--- config.mk ---
export PLATFORM = sky130hd
export DESIGN_NAME = binned_pdf_linear_interpolation
export DESIGN_NICKNAME = d
export VERILOG_FILES = /design/src/sv/bpli_pkg.sv /design/src/sv/bpli_ram.sv /design/src/sv/bpli_dp.sv /design/src/sv/bpli_ctrl.sv /design/src/sv/binned_pdf_linear_interpolation.sv
export SDC_FILE = /design/constraint.sdc
export NUM_CORES = 2
export LEC_CHECK = 0
export ABC_AREA = 1
export BUFFER_PORTS_ARGS = -buffer_cell sky130_fd_sc_hd__buf_2
export CORE_MARGIN = 2
export CORE_UTILIZATION = 29
export DETAILED_ROUTE_END_ITERATION = 16
export HOLD_SLACK_MARGIN = 0.12
export MAX_ROUTING_LAYER = met4
export SYNTH_ARGS = -nofsm -noshare
export SYNTH_HDL_FRONTEND = slang
export SYNTH_SLANG_ARGS = --single-unit
--- constraint.sdc ---
create_clock -name aclk -period 11.6 [get_ports aclk]
set_clock_uncertainty 0.15 [all_clocks]
set_input_delay 0.58 -clock aclk [delete_from_list [all_inputs] [get_ports aclk]]
set_output_delay 0.58 -clock aclk [all_outputs]
set_load 0.03 [all_outputs]
--- src/sv/bpli_pkg.sv ---
// Shared constants, codes and types for the binned PDF linear interpolation block.
package bpli_pkg;

    localparam int NUM_BINS   = 64;
    localparam int EDGE_DEPTH = NUM_BINS + 1;
    localparam int EDGE_AW    = $clog2(EDGE_DEPTH);
    localparam int BIN_AW     = $clog2(NUM_BINS);
    localparam int FIRST_W    = $clog2(NUM_BINS + 2);
    localparam int MID0       = (NUM_BINS + 1) / 2;

    localparam int IDX_W      = 7;
    localparam int VAL_W      = 16;
    localparam int OPC_W      = 2;
    localparam int S_TDATA_W  = 24;
    localparam int M_TDATA_W  = 16;

    localparam int PROD_W     = 2 * (VAL_W + 1);
    localparam int REM_W      = 2 * VAL_W + 1;
    localparam int DSH_W      = 2 * VAL_W - 1;
    localparam int QCNT_W     = $clog2(VAL_W + 1);

    typedef enum logic [OPC_W-1:0] {
        OPC_WR_EDGE = 2'd0,
        OPC_WR_BIN  = 2'd1,
        OPC_EVAL    = 2'd2
    } op_code_t;

    typedef enum logic [4:0] {
        DP_NOP,
        DP_LOAD,
        DP_WRITE,
        DP_RD_E1,
        DP_CHK_E1,
        DP_CHK_EN,
        DP_PROBE,
        DP_SET_B,
        DP_RD_FLAT,
        DP_GET_FLAT,
        DP_NB0,
        DP_NB1,
        DP_NB2,
        DP_NB3,
        DP_NB4,
        DP_CENTER,
        DP_SELECT,
        DP_MUL1,
        DP_MUL2,
        DP_NUM,
        DP_ABS,
        DP_DIV_INIT,
        DP_DIV_STEP,
        DP_FINISH,
        DP_OUT
    } dp_op_t;

    typedef enum logic [4:0] {
        ST_IDLE,
        ST_WRITE,
        ST_E1_RD,
        ST_E1_CHK,
        ST_EN_CHK,
        ST_PROBE,
        ST_SET_B,
        ST_B_CHK,
        ST_FLAT_RD,
        ST_FLAT_GET,
        ST_NB0,
        ST_NB1,
        ST_NB2,
        ST_NB3,
        ST_NB4,
        ST_CENTER,
        ST_SELECT,
        ST_MUL1,
        ST_MUL2,
        ST_NUM,
        ST_ABS,
        ST_DIV_INIT,
        ST_DIV,
        ST_FINISH,
        ST_OUT
    } ctl_state_t;

    typedef struct packed {
        logic lt_e1;
        logic gt_en;
        logic search_end;
        logic b_outer;
        logic flat;
        logic skip_div;
        logic div_last;
        logic out_free;
    } dp_status_t;

endpackage

--- src/sv/bpli_ram.sv ---
// Generic single-write, single-read RAM with registered read data.
module bpli_ram #(
    parameter int WIDTH = 16,
    parameter int DEPTH = 64
) (
    input  logic                     aclk,
    input  logic                     we,
    input  logic [$clog2(DEPTH)-1:0] waddr,
    input  logic [WIDTH-1:0]         wdata,
    input  logic [$clog2(DEPTH)-1:0] raddr,
    output logic [WIDTH-1:0]         rdata
);

    logic [WIDTH-1:0] mem [DEPTH];

    always_ff @(posedge aclk) begin
        if (we) begin
            mem[waddr] <= wdata;
        end
        rdata <= mem[raddr];
    end

endmodule

--- src/sv/bpli_dp.sv ---
// Datapath: edge and content tables, search registers, multiplier, divider, output register.
module bpli_dp import bpli_pkg::*; (
    input  logic                 aclk,
    input  logic                 aresetn,
    input  dp_op_t               dp_op,
    input  logic [S_TDATA_W-1:0] s_tdata,
    input  logic [OPC_W-1:0]     s_tuser,
    output dp_status_t           status,
    output logic                 m_tvalid,
    input  logic                 m_tready,
    output logic [M_TDATA_W-1:0] m_tdata
);

    logic [VAL_W-1:0]         x_reg;
    logic [IDX_W-1:0]         idx_reg;
    logic [OPC_W-1:0]         opc_reg;
    logic [FIRST_W-1:0]       first_reg;
    logic [FIRST_W-1:0]       len_reg;
    logic [FIRST_W-1:0]       mid_reg;
    logic [BIN_AW-1:0]        b_reg;
    logic [VAL_W-1:0]         ea_reg, eb_reg, ec_reg, ed_reg;
    logic [VAL_W-1:0]         ya_reg, yb_reg, yc_reg;
    logic [VAL_W-1:0]         ca_reg, cb_reg, cc_reg;
    logic [VAL_W-1:0]         y1_reg, y2_reg;
    logic signed [VAL_W:0]    d1_reg, d2_reg, den_reg;
    logic                     flat_reg;
    logic signed [PROD_W-1:0] p1_reg, p2_reg, num_reg;
    logic [REM_W-1:0]         rem_reg;
    logic [VAL_W-1:0]         dabs_reg;
    logic [DSH_W-1:0]         dsh_reg;
    logic                     neg_reg, ovf_reg;
    logic [VAL_W-1:0]         q_reg;
    logic [QCNT_W-1:0]        cnt_reg;
    logic [VAL_W-1:0]         res_reg;
    logic                     m_tvalid_reg;
    logic [M_TDATA_W-1:0]     m_tdata_reg;

    logic                     edge_we, bin_we;
    logic [EDGE_AW-1:0]       edge_raddr;
    logic [BIN_AW-1:0]        bin_raddr;
    logic [VAL_W-1:0]         edge_q, bin_q;

    logic [FIRST_W-1:0]       half, nfirst, nlen, nmid, s_idx;
    logic [EDGE_AW-1:0]       probe_addr;
    logic                     eq_hit;
    logic [BIN_AW-1:0]        b_next;

    logic                     lower, upper, top_bin;
    logic [VAL_W-1:0]         x1, x2, y1, y2;

    logic [VAL_W-1:0]         mul_y;
    logic signed [VAL_W:0]    mul_d;
    logic signed [PROD_W-1:0] mul_p;
    logic [PROD_W-1:0]        num_mag;
    logic [VAL_W:0]           den_mag;

    function automatic logic [VAL_W-1:0] mid_of(input logic [VAL_W-1:0] a,
                                                 input logic [VAL_W-1:0] b);
        logic [VAL_W:0] s;
        s = {1'b0, a} + {1'b0, b};
        return s[VAL_W:1];
    endfunction

    assign edge_we = (dp_op == DP_WRITE) && (opc_reg == OPC_WR_EDGE)
                     && (int'(idx_reg) <= NUM_BINS);
    assign bin_we  = (dp_op == DP_WRITE) && (opc_reg == OPC_WR_BIN)
                     && (int'(idx_reg) < NUM_BINS);

    bpli_ram #(.WIDTH(VAL_W), .DEPTH(EDGE_DEPTH)) u_edge_ram (
        .aclk  (aclk),
        .we    (edge_we),
        .waddr (EDGE_AW'(idx_reg)),
        .wdata (x_reg),
        .raddr (edge_raddr),
        .rdata (edge_q)
    );

    bpli_ram #(.WIDTH(VAL_W), .DEPTH(NUM_BINS)) u_bin_ram (
        .aclk  (aclk),
        .we    (bin_we),
        .waddr (BIN_AW'(idx_reg)),
        .wdata (x_reg),
        .raddr (bin_raddr),
        .rdata (bin_q)
    );

    always_comb begin
        half = len_reg >> 1;
        if (edge_q < x_reg) begin
            nfirst = mid_reg + 1'b1;
            nlen   = len_reg - half - 1'b1;
        end else begin
            nfirst = first_reg;
            nlen   = half;
        end
        nmid = nfirst + (nlen >> 1);
        if (int'(nmid) > NUM_BINS) begin
            probe_addr = EDGE_AW'(NUM_BINS);
        end else begin
            probe_addr = EDGE_AW'(nmid);
        end
    end

    always_comb begin
        eq_hit = (int'(first_reg) <= NUM_BINS) && (edge_q == x_reg);
        s_idx  = eq_hit ? first_reg : first_reg - 1'b1;
        if (!eq_hit && (first_reg == '0)) begin
            b_next = '0;
        end else if (int'(s_idx) > NUM_BINS - 1) begin
            b_next = BIN_AW'(NUM_BINS - 1);
        end else begin
            b_next = BIN_AW'(s_idx);
        end
    end

    always_comb begin
        unique case (dp_op)
            DP_RD_E1:  edge_raddr = EDGE_AW'(1);
            DP_CHK_E1: edge_raddr = EDGE_AW'(NUM_BINS - 1);
            DP_CHK_EN: edge_raddr = EDGE_AW'(MID0);
            DP_PROBE:  edge_raddr = probe_addr;
            DP_NB0:    edge_raddr = EDGE_AW'(b_reg) - 1'b1;
            DP_NB1:    edge_raddr = EDGE_AW'(b_reg);
            DP_NB2:    edge_raddr = EDGE_AW'(b_reg) + 1'b1;
            DP_NB3:    edge_raddr = EDGE_AW'(b_reg) + EDGE_AW'(2);
            default:   edge_raddr = '0;
        endcase
        unique case (dp_op)
            DP_RD_FLAT: bin_raddr = b_reg;
            DP_NB0:     bin_raddr = b_reg - 1'b1;
            DP_NB1:     bin_raddr = b_reg;
            DP_NB2:     bin_raddr = b_reg + 1'b1;
            default:    bin_raddr = '0;
        endcase
    end

    always_comb begin
        lower   = (x_reg < cb_reg) && (x_reg >= eb_reg);
        upper   = (x_reg >= cb_reg) && (x_reg <= ec_reg);
        top_bin = (b_reg == BIN_AW'(NUM_BINS - 2));
        x1 = '0;
        x2 = '0;
        y1 = '0;
        y2 = '0;
        priority if (lower) begin
            x1 = ca_reg;
            y1 = ya_reg;
            x2 = cb_reg;
            y2 = yb_reg;
        end else if (upper) begin
            x1 = cb_reg;
            y1 = yb_reg;
            x2 = top_bin ? cb_reg : cc_reg;
            y2 = top_bin ? yb_reg : yc_reg;
        end
    end

    assign mul_y = (dp_op == DP_MUL2) ? y1_reg : y2_reg;
    assign mul_d = (dp_op == DP_MUL2) ? d2_reg : d1_reg;
    assign mul_p = $signed({1'b0, mul_y}) * mul_d;

    assign num_mag = num_reg[PROD_W-1] ? PROD_W'(-num_reg) : PROD_W'(num_reg);
    assign den_mag = den_reg[VAL_W] ? (VAL_W+1)'(-den_reg) : (VAL_W+1)'(den_reg);

    always_ff @(posedge aclk) begin
        unique case (dp_op)
            DP_LOAD: begin
                idx_reg <= s_tdata[IDX_W-1:0];
                x_reg   <= s_tdata[IDX_W+VAL_W-1:IDX_W];
                opc_reg <= s_tuser;
            end
            DP_CHK_E1: begin
                b_reg <= '0;
            end
            DP_CHK_EN: begin
                b_reg     <= BIN_AW'(NUM_BINS - 1);
                first_reg <= '0;
                len_reg   <= FIRST_W'(NUM_BINS + 1);
                mid_reg   <= FIRST_W'(MID0);
            end
            DP_PROBE: begin
                first_reg <= nfirst;
                len_reg   <= nlen;
                mid_reg   <= nmid;
            end
            DP_SET_B: begin
                b_reg <= b_next;
            end
            DP_GET_FLAT: begin
                res_reg <= bin_q;
            end
            DP_NB1: begin
                ea_reg <= edge_q;
                ya_reg <= bin_q;
            end
            DP_NB2: begin
                eb_reg <= edge_q;
                yb_reg <= bin_q;
            end
            DP_NB3: begin
                ec_reg <= edge_q;
                yc_reg <= bin_q;
            end
            DP_NB4: begin
                ed_reg <= edge_q;
            end
            DP_CENTER: begin
                ca_reg <= mid_of(ea_reg, eb_reg);
                cb_reg <= mid_of(eb_reg, ec_reg);
                cc_reg <= mid_of(ec_reg, ed_reg);
            end
            DP_SELECT: begin
                y1_reg   <= y1;
                y2_reg   <= y2;
                d1_reg   <= $signed({1'b0, x_reg}) - $signed({1'b0, x1});
                d2_reg   <= $signed({1'b0, x_reg}) - $signed({1'b0, x2});
                den_reg  <= $signed({1'b0, x2}) - $signed({1'b0, x1});
                flat_reg <= (x1 == x2);
            end
            DP_MUL1: begin
                p1_reg <= mul_p;
            end
            DP_MUL2: begin
                p2_reg <= mul_p;
            end
            DP_NUM: begin
                num_reg <= p1_reg - p2_reg;
            end
            DP_ABS: begin
                rem_reg  <= num_mag[REM_W-1:0];
                dabs_reg <= den_mag[VAL_W-1:0];
                neg_reg  <= num_reg[PROD_W-1] ^ den_reg[VAL_W];
            end
            DP_DIV_INIT: begin
                ovf_reg <= rem_reg >= REM_W'({dabs_reg, {VAL_W{1'b0}}});
                dsh_reg <= {dabs_reg, {(VAL_W-1){1'b0}}};
                cnt_reg <= QCNT_W'(VAL_W);
                q_reg   <= '0;
            end
            DP_DIV_STEP: begin
                if (rem_reg >= REM_W'(dsh_reg)) begin
                    rem_reg <= rem_reg - REM_W'(dsh_reg);
                    q_reg   <= {q_reg[VAL_W-2:0], 1'b1};
                end else begin
                    q_reg   <= {q_reg[VAL_W-2:0], 1'b0};
                end
                dsh_reg <= dsh_reg >> 1;
                cnt_reg <= cnt_reg - 1'b1;
            end
            DP_FINISH: begin
                if (flat_reg) begin
                    res_reg <= y1_reg;
                end else if (neg_reg) begin
                    res_reg <= '0;
                end else if (ovf_reg) begin
                    res_reg <= '1;
                end else begin
                    res_reg <= q_reg;
                end
            end
            DP_OUT: begin
                m_tdata_reg <= M_TDATA_W'(res_reg);
            end
            default: begin
            end
        endcase
    end

    always_ff @(posedge aclk) begin
        if (!aresetn) begin
            m_tvalid_reg <= 1'b0;
        end else if (dp_op == DP_OUT) begin
            m_tvalid_reg <= 1'b1;
        end else if (m_tready) begin
            m_tvalid_reg <= 1'b0;
        end
    end

    assign m_tvalid = m_tvalid_reg;
    assign m_tdata  = m_tdata_reg;

    always_comb begin
        status.lt_e1      = x_reg < edge_q;
        status.gt_en      = x_reg > edge_q;
        status.search_end = (nlen == '0);
        status.b_outer    = (b_reg == '0) || (b_reg == BIN_AW'(NUM_BINS - 1));
        status.flat       = flat_reg;
        status.skip_div   = neg_reg || ovf_reg;
        status.div_last   = (cnt_reg == QCNT_W'(1));
        status.out_free   = !m_tvalid_reg || m_tready;
    end

endmodule

--- src/sv/bpli_ctrl.sv ---
// Controller state machine that sequences the datapath for writes and evaluations.
module bpli_ctrl import bpli_pkg::*; (
    input  logic             aclk,
    input  logic             aresetn,
    input  logic             s_tvalid,
    output logic             s_tready,
    input  logic [OPC_W-1:0] s_tuser,
    input  dp_status_t       status,
    output dp_op_t           dp_op
);

    ctl_state_t state_reg, state_next;

    always_ff @(posedge aclk) begin
        if (!aresetn) begin
            state_reg <= ST_IDLE;
        end else begin
            state_reg <= state_next;
        end
    end

    always_comb begin
        state_next = state_reg;
        unique case (state_reg)
            ST_IDLE: begin
                if (s_tvalid) begin
                    unique case (op_code_t'(s_tuser))
                        OPC_WR_EDGE, OPC_WR_BIN: state_next = ST_WRITE;
                        OPC_EVAL:                state_next = ST_E1_RD;
                        default:                 state_next = ST_IDLE;
                    endcase
                end
            end
            ST_WRITE:    state_next = ST_IDLE;
            ST_E1_RD:    state_next = ST_E1_CHK;
            ST_E1_CHK:   state_next = status.lt_e1 ? ST_FLAT_RD : ST_EN_CHK;
            ST_EN_CHK:   state_next = status.gt_en ? ST_FLAT_RD : ST_PROBE;
            ST_PROBE:    state_next = status.search_end ? ST_SET_B : ST_PROBE;
            ST_SET_B:    state_next = ST_B_CHK;
            ST_B_CHK:    state_next = status.b_outer ? ST_FLAT_RD : ST_NB0;
            ST_FLAT_RD:  state_next = ST_FLAT_GET;
            ST_FLAT_GET: state_next = ST_OUT;
            ST_NB0:      state_next = ST_NB1;
            ST_NB1:      state_next = ST_NB2;
            ST_NB2:      state_next = ST_NB3;
            ST_NB3:      state_next = ST_NB4;
            ST_NB4:      state_next = ST_CENTER;
            ST_CENTER:   state_next = ST_SELECT;
            ST_SELECT:   state_next = ST_MUL1;
            ST_MUL1:     state_next = status.flat ? ST_FINISH : ST_MUL2;
            ST_MUL2:     state_next = ST_NUM;
            ST_NUM:      state_next = ST_ABS;
            ST_ABS:      state_next = ST_DIV_INIT;
            ST_DIV_INIT: state_next = ST_DIV;
            ST_DIV: begin
                if (status.skip_div || status.div_last) begin
                    state_next = ST_FINISH;
                end
            end
            ST_FINISH:   state_next = ST_OUT;
            ST_OUT:      state_next = status.out_free ? ST_IDLE : ST_OUT;
            default:     state_next = ST_IDLE;
        endcase
    end

    always_comb begin
        s_tready = 1'b0;
        dp_op    = DP_NOP;
        unique case (state_reg)
            ST_IDLE: begin
                s_tready = 1'b1;
                dp_op    = s_tvalid ? DP_LOAD : DP_NOP;
            end
            ST_WRITE:    dp_op = DP_WRITE;
            ST_E1_RD:    dp_op = DP_RD_E1;
            ST_E1_CHK:   dp_op = DP_CHK_E1;
            ST_EN_CHK:   dp_op = DP_CHK_EN;
            ST_PROBE:    dp_op = DP_PROBE;
            ST_SET_B:    dp_op = DP_SET_B;
            ST_B_CHK:    dp_op = DP_NOP;
            ST_FLAT_RD:  dp_op = DP_RD_FLAT;
            ST_FLAT_GET: dp_op = DP_GET_FLAT;
            ST_NB0:      dp_op = DP_NB0;
            ST_NB1:      dp_op = DP_NB1;
            ST_NB2:      dp_op = DP_NB2;
            ST_NB3:      dp_op = DP_NB3;
            ST_NB4:      dp_op = DP_NB4;
            ST_CENTER:   dp_op = DP_CENTER;
            ST_SELECT:   dp_op = DP_SELECT;
            ST_MUL1:     dp_op = DP_MUL1;
            ST_MUL2:     dp_op = DP_MUL2;
            ST_NUM:      dp_op = DP_NUM;
            ST_ABS:      dp_op = DP_ABS;
            ST_DIV_INIT: dp_op = DP_DIV_INIT;
            ST_DIV:      dp_op = status.skip_div ? DP_NOP : DP_DIV_STEP;
            ST_FINISH:   dp_op = DP_FINISH;
            ST_OUT:      dp_op = status.out_free ? DP_OUT : DP_NOP;
            default:     dp_op = DP_NOP;
        endcase
    end

endmodule

--- src/sv/binned_pdf_linear_interpolation.sv ---
// Top level of the binned PDF linear interpolation block: controller, datapath and checks.
// A table write passes through the write state before the next transfer can be accepted.
// An evaluation raises m_tvalid after checks against edge 1 and edge 63, a binary search of the
// edges, and in an outer bin a content read or else interpolation (7 probes, 16 divide steps).
// One item is processed at a time; a new transfer is taken once the result is registered.
// Reset clears the controller and the output valid; table contents are undefined until written.
module binned_pdf_linear_interpolation import bpli_pkg::*; (
    input  logic                 aclk,
    input  logic                 aresetn,
    input  logic                 s_tvalid,
    output logic                 s_tready,
    input  logic [S_TDATA_W-1:0] s_tdata,   // table_index, data_value, zero pad
    input  logic [OPC_W-1:0]     s_tuser,   // opcode
    output logic                 m_tvalid,
    input  logic                 m_tready,
    output logic [M_TDATA_W-1:0] m_tdata    // pdf_value
);

    dp_op_t     dp_op;
    dp_status_t status;

    bpli_ctrl u_ctrl (
        .aclk     (aclk),
        .aresetn  (aresetn),
        .s_tvalid (s_tvalid),
        .s_tready (s_tready),
        .s_tuser  (s_tuser),
        .status   (status),
        .dp_op    (dp_op)
    );

    bpli_dp u_dp (
        .aclk     (aclk),
        .aresetn  (aresetn),
        .dp_op    (dp_op),
        .s_tdata  (s_tdata),
        .s_tuser  (s_tuser),
        .status   (status),
        .m_tvalid (m_tvalid),
        .m_tready (m_tready),
        .m_tdata  (m_tdata)
    );

    a_busy_after_accept: assert property (@(posedge aclk) disable iff (!aresetn)
        s_tvalid && s_tready && (s_tuser == OPC_WR_EDGE || s_tuser == OPC_WR_BIN
                                 || s_tuser == OPC_EVAL) |=> !s_tready)
        else $error("block stayed ready after accepting a transfer");

    a_result_from_out: assert property (@(posedge aclk) disable iff (!aresetn)
        $rose(m_tvalid) |-> $past(dp_op == DP_OUT))
        else $error("result valid rose without an output command");

    a_out_only_when_free: assert property (@(posedge aclk) disable iff (!aresetn)
        dp_op == DP_OUT |-> (!m_tvalid || m_tready))
        else $error("result register overwritten before its transfer");

    a_no_accept_while_working: assert property (@(posedge aclk) disable iff (!aresetn)
        dp_op != DP_NOP && dp_op != DP_LOAD |-> !s_tready)
        else $error("input ready while an item is still in progress");

endmodule
==> impl_results.html <==
<table>
<tr><th>Metric</th><th>Value</th></tr>
<tr><th colspan="2">Worst setup path</th></tr>
<tr><td>Reg-to-reg setup timing slack</td><td>2.48 ns</td></tr>
<tr><td>Data arrival time of the worst path</td><td>9.55 ns</td></tr>
<tr><td>Endpoint type of the worst setup path</td><td>flop</td></tr>
<tr><td>Cell repeated most along the worst path</td><td>sky130_fd_sc_hd__fa_1</td></tr>
<tr><td>WS Path Type</td><td>flop to flop</td></tr>
<tr><td>Kind of launch point of the worst setup path</td><td>flop</td></tr>
<tr><td>Cell class contributing the biggest share of worst-path delay</td><td>adder cells</td></tr>
<tr><td>Cell type of the slowest stage on the worst timing path</td><td>sky130_fd_sc_hd__o21ai_1</td></tr>
<tr><td>Worst stage delay on the critical path</td><td>0.97 ns</td></tr>
<tr><td>Number of buffer and inverter instances along the worst setup path</td><td>5</td></tr>
<tr><td>Highest net fanout along the worst path</td><td>44</td></tr>
<tr><td>Endpoint required time on the critical path</td><td>12.03 ns</td></tr>
<tr><td>Start point of the critical path</td><td>u_ctrl.state_reg[1]$_SDFFE_PN0P_</td></tr>
<tr><td>Logic depth of the worst setup path including buffers</td><td>29</td></tr>
<tr><td>Startpoint of the lowest-slack register-to-register path</td><td>u_ctrl.state_reg[1]$_SDFFE_PN0P_</td></tr>
<tr><td>Depth of the worst register-to-register path</td><td>29</td></tr>
<tr><td>R2r endpoint</td><td>u_dp.p2_reg[32]$_DFFE_PP_</td></tr>
<tr><td>Critical Path End</td><td>u_dp.p2_reg[32]$_DFFE_PP_</td></tr>
<tr><th colspan="2">STA</th></tr>
<tr><td>Unrepaired setup endpoints after global routing</td><td>false</td></tr>
<tr><td>Measured slew at the worst slew-check pin</td><td>about 1.2 ns</td></tr>
<tr><td>Final setup violating endpoints</td><td>0</td></tr>
<tr><td>Crit path time final</td><td>9.123 ns</td></tr>
<tr><td>Normalized max-slew margin</td><td>21.07%</td></tr>
<tr><td>Highest clock frequency the design can meet</td><td>109.6 MHz</td></tr>
<tr><td>Number of slew-limit violations in the final report</td><td>0</td></tr>
<tr><td>Setup TNS Final</td><td>0 ns</td></tr>
<tr><td>Tcrit/Tclk final</td><td>about four fifths</td></tr>
<tr><td>Worst path setup slack after routing</td><td>2.477 ns</td></tr>
<tr><td>Count of endpoints failing hold in the final timing report</td><td>0</td></tr>
<tr><th colspan="2">Clock network</th></tr>
<tr><td>Cts bufs inserted</td><td>roughly 290</td></tr>
<tr><td>H-tree level count</td><td>5</td></tr>
<tr><td>Largest buffer count on any clock path</td><td>4</td></tr>
<tr><td>Root Buffer Master</td><td>sky130_fd_sc_hd__clkbuf_16</td></tr>
<tr><td>Post-cts hold buffer count</td><td>26</td></tr>
<tr><td>Total of cells resized after clock tree synthesis</td><td>0</td></tr>
<tr><td>Post-CTS setup-driven buffer insertion count</td><td>0</td></tr>
<tr><td>Clock tree sinks</td><td>2,635</td></tr>
<tr><td>Clock-pin slew reported for the worst setup and hold paths after clock tree synthesis</td><td>0.06 ns</td></tr>
<tr><td>Worst-Skew Late Latency</td><td>0.88 ns</td></tr>
<tr><td>CTS tree</td><td>yes</td></tr>
<tr><th colspan="2">Placement</th></tr>
<tr><td>Port Buf Inserts</td><td>46</td></tr>
<tr><td>Standard cell area after detailed placement</td><td>0.1350 mm2</td></tr>
<tr><td>Routability congestion estimate</td><td>~0.9</td></tr>
<tr><td>HPWL after DPL</td><td>209,100 um</td></tr>
<tr><td>Dpl ws</td><td>2.536 ns</td></tr>
<tr><th colspan="2">Die</th></tr>
<tr><td>Count of pins on the block boundary</td><td>48</td></tr>
<tr><td>Floorplan die area</td><td>approximately 0.45 mm2</td></tr>
<tr><td>Placement row count</td><td>243</td></tr>
<tr><td>Core Region</td><td>0.4381 mm2</td></tr>
<tr><td>Initial core utilization</td><td>29.11%</td></tr>
<tr><td>Die Span X</td><td>between 600 and 700 um</td></tr>
<tr><td>Overall die height</td><td>667.2 um</td></tr>
<tr><th colspan="2">Yosys</th></tr>
<tr><td>Synth Net Count</td><td>12,340</td></tr>
<tr><td>Synthesized area</td><td>0.1275 mm2</td></tr>
<tr><td>Area share of the leading cell type in the synthesized netlist</td><td>61.15%</td></tr>
<tr><td>Synth cell types</td><td>56</td></tr>
<tr><td>Cell count after synthesis</td><td>11,700</td></tr>
<tr><td>Yosys synthesis warning count</td><td>0</td></tr>
<tr><td>Fraction of the yosys area taken by sequential cells</td><td>61.74%</td></tr>
<tr><td>Cell type with the largest total area after synthesis</td><td>sky130_fd_sc_hd__edfxtp_1</td></tr>
<tr><td>Leading cell types by total area after synthesis</td><td>sky130_fd_sc_hd__edfxtp_1 61%, sky130_fd_sc_hd__inv_1 5.4%, sky130_fd_sc_hd__nand3_1 4.5%</td></tr>
<tr><td>Number of synthesized register bits</td><td>around 2,600</td></tr>
<tr><td>Mean area per synthesized cell</td><td>around 11 um2</td></tr>
<tr><th colspan="2">Final layout</th></tr>
<tr><td>Largest Register</td><td>u_dp.u_edge_ram.mem</td></tr>
<tr><td>Final Util</td><td>32.85%</td></tr>
<tr><td>Final layout net count</td><td>12,350</td></tr>
<tr><td>Total of fill cells in the finished design</td><td>43,610</td></tr>
<tr><td>Area added between synthesis and finish</td><td>12.86%</td></tr>
<tr><td>Largest register FFs</td><td>roughly 1,000</td></tr>
<tr><td>Share of cells above drive strength 1</td><td>6.475%</td></tr>
<tr><td>Registers with the highest flip-flop counts</td><td>u_dp.u_edge_ram.mem: 1040 flops, u_dp.u_bin_ram.mem: 1024 flops</td></tr>
<tr><td>Final non-filler cell area</td><td>~0.14 mm2</td></tr>
<tr><th colspan="2">Global route</th></tr>
<tr><td>Number of global-route vias before repair</td><td>82,700</td></tr>
<tr><td>Initial antenna violation count</td><td>7</td></tr>
<tr><td>Global route total overflow</td><td>0</td></tr>
<tr><td>Peak-usage layer in the global routing report</td><td>met2</td></tr>
<tr><td>Met2 Usage GRT</td><td>25.18%</td></tr>
<tr><td>Global-route wire length before repair</td><td>523,500 um</td></tr>
<tr><td>Overall fraction of global-route tracks in use</td><td>15.66%</td></tr>
<tr><td>Met3 usage</td><td>2.259%</td></tr>
<tr><td>Maximum number of pins on one net before global-route repair</td><td>around 190</td></tr>
<tr><td>Global-route track usage on met1</td><td>approximately a fifth</td></tr>
<tr><th colspan="2">Routing</th></tr>
<tr><td>Pre-antenna DRT Iters</td><td>6</td></tr>
<tr><td>Vias per inst</td><td>4.897</td></tr>
<tr><td>Antenna viol nets, final</td><td>0</td></tr>
<tr><td>Drt drc</td><td>0</td></tr>
<tr><td>Routed wire length</td><td>350,700 um</td></tr>
<tr><td>Number of design-rule violations left by the first detailed-router iteration</td><td>approximately 8,700</td></tr>
<tr><td>Vias after detailed routing</td><td>roughly 87,000</td></tr>
<tr><td>Average routed wire per standard cell</td><td>19.69 um</td></tr>
<tr><th colspan="2">Run</th></tr>
<tr><td>Max-cap violations</td><td>0</td></tr>
<tr><th colspan="2">Power</th></tr>
<tr><td>Total power</td><td>20,540 uW</td></tr>
<tr><td>Static power due to leakage</td><td>between 0.05 and 0.06 uW</td></tr>
<tr><td>Peak VDD IR</td><td>0.0001514 V</td></tr>
<tr><td>Power density relative to cell area</td><td>142.7 mW/mm2</td></tr>
<tr><th colspan="2">Min path</th></tr>
<tr><td>Number of cells on the worst hold path</td><td>3</td></tr>
<tr><td>Critical hold path startpoint</td><td>m_tready</td></tr>
<tr><td>Worst hold path type</td><td>input port to flop</td></tr>
<tr><th colspan="2">Run status</th></tr>
<tr><td>Result of the run</td><td>complete, no violations</td></tr>
</table>
==> where the power goes <==
part / internal, uW / switching, uW / leakage (uW) / total, uW
Combinational: 341 / 958 / 0.0272 / 1300
Sequential: 10600 / 30.5 / 0.0237 / 10600
Clock: 4930 / 3710 / 0.00422 / 8630
==> logic make-up (layout without fill, tap and decap cells) <==
family | Yosys count | count (layout) | share of synthesized area (%)
flip-flops | 2635 | 2635 | 61.74
AO/OA/AOI/OAI | 1632 | 1632 | 7.443
adder cells (fa/ha/maj) | 609 | 609 | 7.270
XOR/XNOR | 222 | 222 | 1.525
AND/OR/NAND/NOR | 4119 | 4119 | 14.44
multiplexers | 8 | 8 | 0.06377
other | 0 | 4 | 0
buffers and inverters | 2479 | 2697 | 7.517
==> layout by cell type (no fill, tap or decap), drive strengths merged, types with 38 or more instances in the layout <==
cell type and instances:
o21ai 835, dfxtp 38, nand2 1278, nand4 500, edfxtp 2597, a21oi 278, inv 1850, fa 220
xor2 153, buf 323, clkinv 109, o211ai 126, ha 389, o22ai 136, nand3 1160, xnor2 69
nor3 67, clkbuf 369, nor2 1074, o221ai 133
==> cell usage after synthesis (all sizes together) <==
| cell | n |
|---|---|
| o21bai | 14 |
| a21boi | 14 |
| nand3b | 4 |
| nor3b | 4 |
| clkinv | 11 |
| a21o | 12 |
| o2111ai | 1 |
| or2 | 11 |
| ha | 389 |
| a21oi | 278 |
| edfxtp | 2597 |
| inv | 1838 |
| o31ai | 24 |
| a2111oi | 3 |
| a221oi | 5 |
| and3 | 1 |
| nor4 | 18 |
| mux2 | 1 |
| dfxtp | 38 |
| o21ai | 835 |
| o22ai | 136 |
| xnor2 | 69 |
| a41oi | 2 |
| a31o | 3 |
| nand2 | 1278 |
| nor2 | 1074 |
| o221ai | 133 |
| a31oi | 20 |
| clkbuf | 396 |
| xor2 | 153 |
| nand4 | 500 |
| fa | 220 |
| buf | 234 |
| a211oi | 10 |
| o311ai | 2 |
| o21a | 12 |
| nand3 | 1160 |
| mux2i | 7 |
| nor4b | 2 |
| a311oi | 2 |
| nor3 | 67 |
| o211ai | 126 |
==> worst min path at each step <==
| stage | endpoint |
|---|---|
| floorplan | u_dp.m_tdata[0]$_DFFE_PP_ |
| global placement | u_dp.m_tdata[14]$_DFFE_PP_ |
| detailed placement | u_dp.m_tdata[8]$_DFFE_PP_ |
| CTS | u_dp.m_tvalid$_SDFFE_PN0P_ |
| global route | u_dp.m_tvalid$_SDFFE_PN0P_ |
| finish | u_dp.m_tvalid$_SDFFE_PN0P_ |
==> routing by layer <==
layer | vias to the layer above | routed length, um
li1 | 40610 | -
met1 | 42710 | 146200
met2 | 3261 | 165600
met3 | 619 | 25720
met4 | 0 | 13180
met5 | - | 0
==> worst register-to-register path: cells and delay by family, from the launching register on <==
kind	cells	cell delay (ns)
AO/OA/AOI/OAI	11	2.94
adder cells (fa/ha/maj)	7	2.90
buffers and inverters	5	0.77
flip-flops	1	0.34
AND/OR/NAND/NOR	6	1.74
==> final cells by class <==
type / count / area [um2] / share of cell area (%)
clock buffer: 369 / 7690 / 5.343
sequential: 2635 / 78750 / 54.71
antenna: 4 / 10.01 / 0.006954
tap: 5880 / 7357 / 5.111
clock inverter: 130 / 998.5 / 0.6937
timing repair buffer: 349 / 2770 / 1.925
multi-input combinational: 6590 / 39400 / 27.37
inverter: 1849 / 6964 / 4.838
==> through the flow <==
| step | std cells | hold WS, ns |
|---|---|---|
| finish | 17810 | 0.1954 |
| global route | 17810 | 0.1401 |
| CTS | 17800 | 0.1266 |
| detailed placement | 17280 | 0.2563 |
| global placement | 17280 | 0.2542 |
| floorplan | 11700 | 0.2503 |
(Power assumes the default switching activity.)
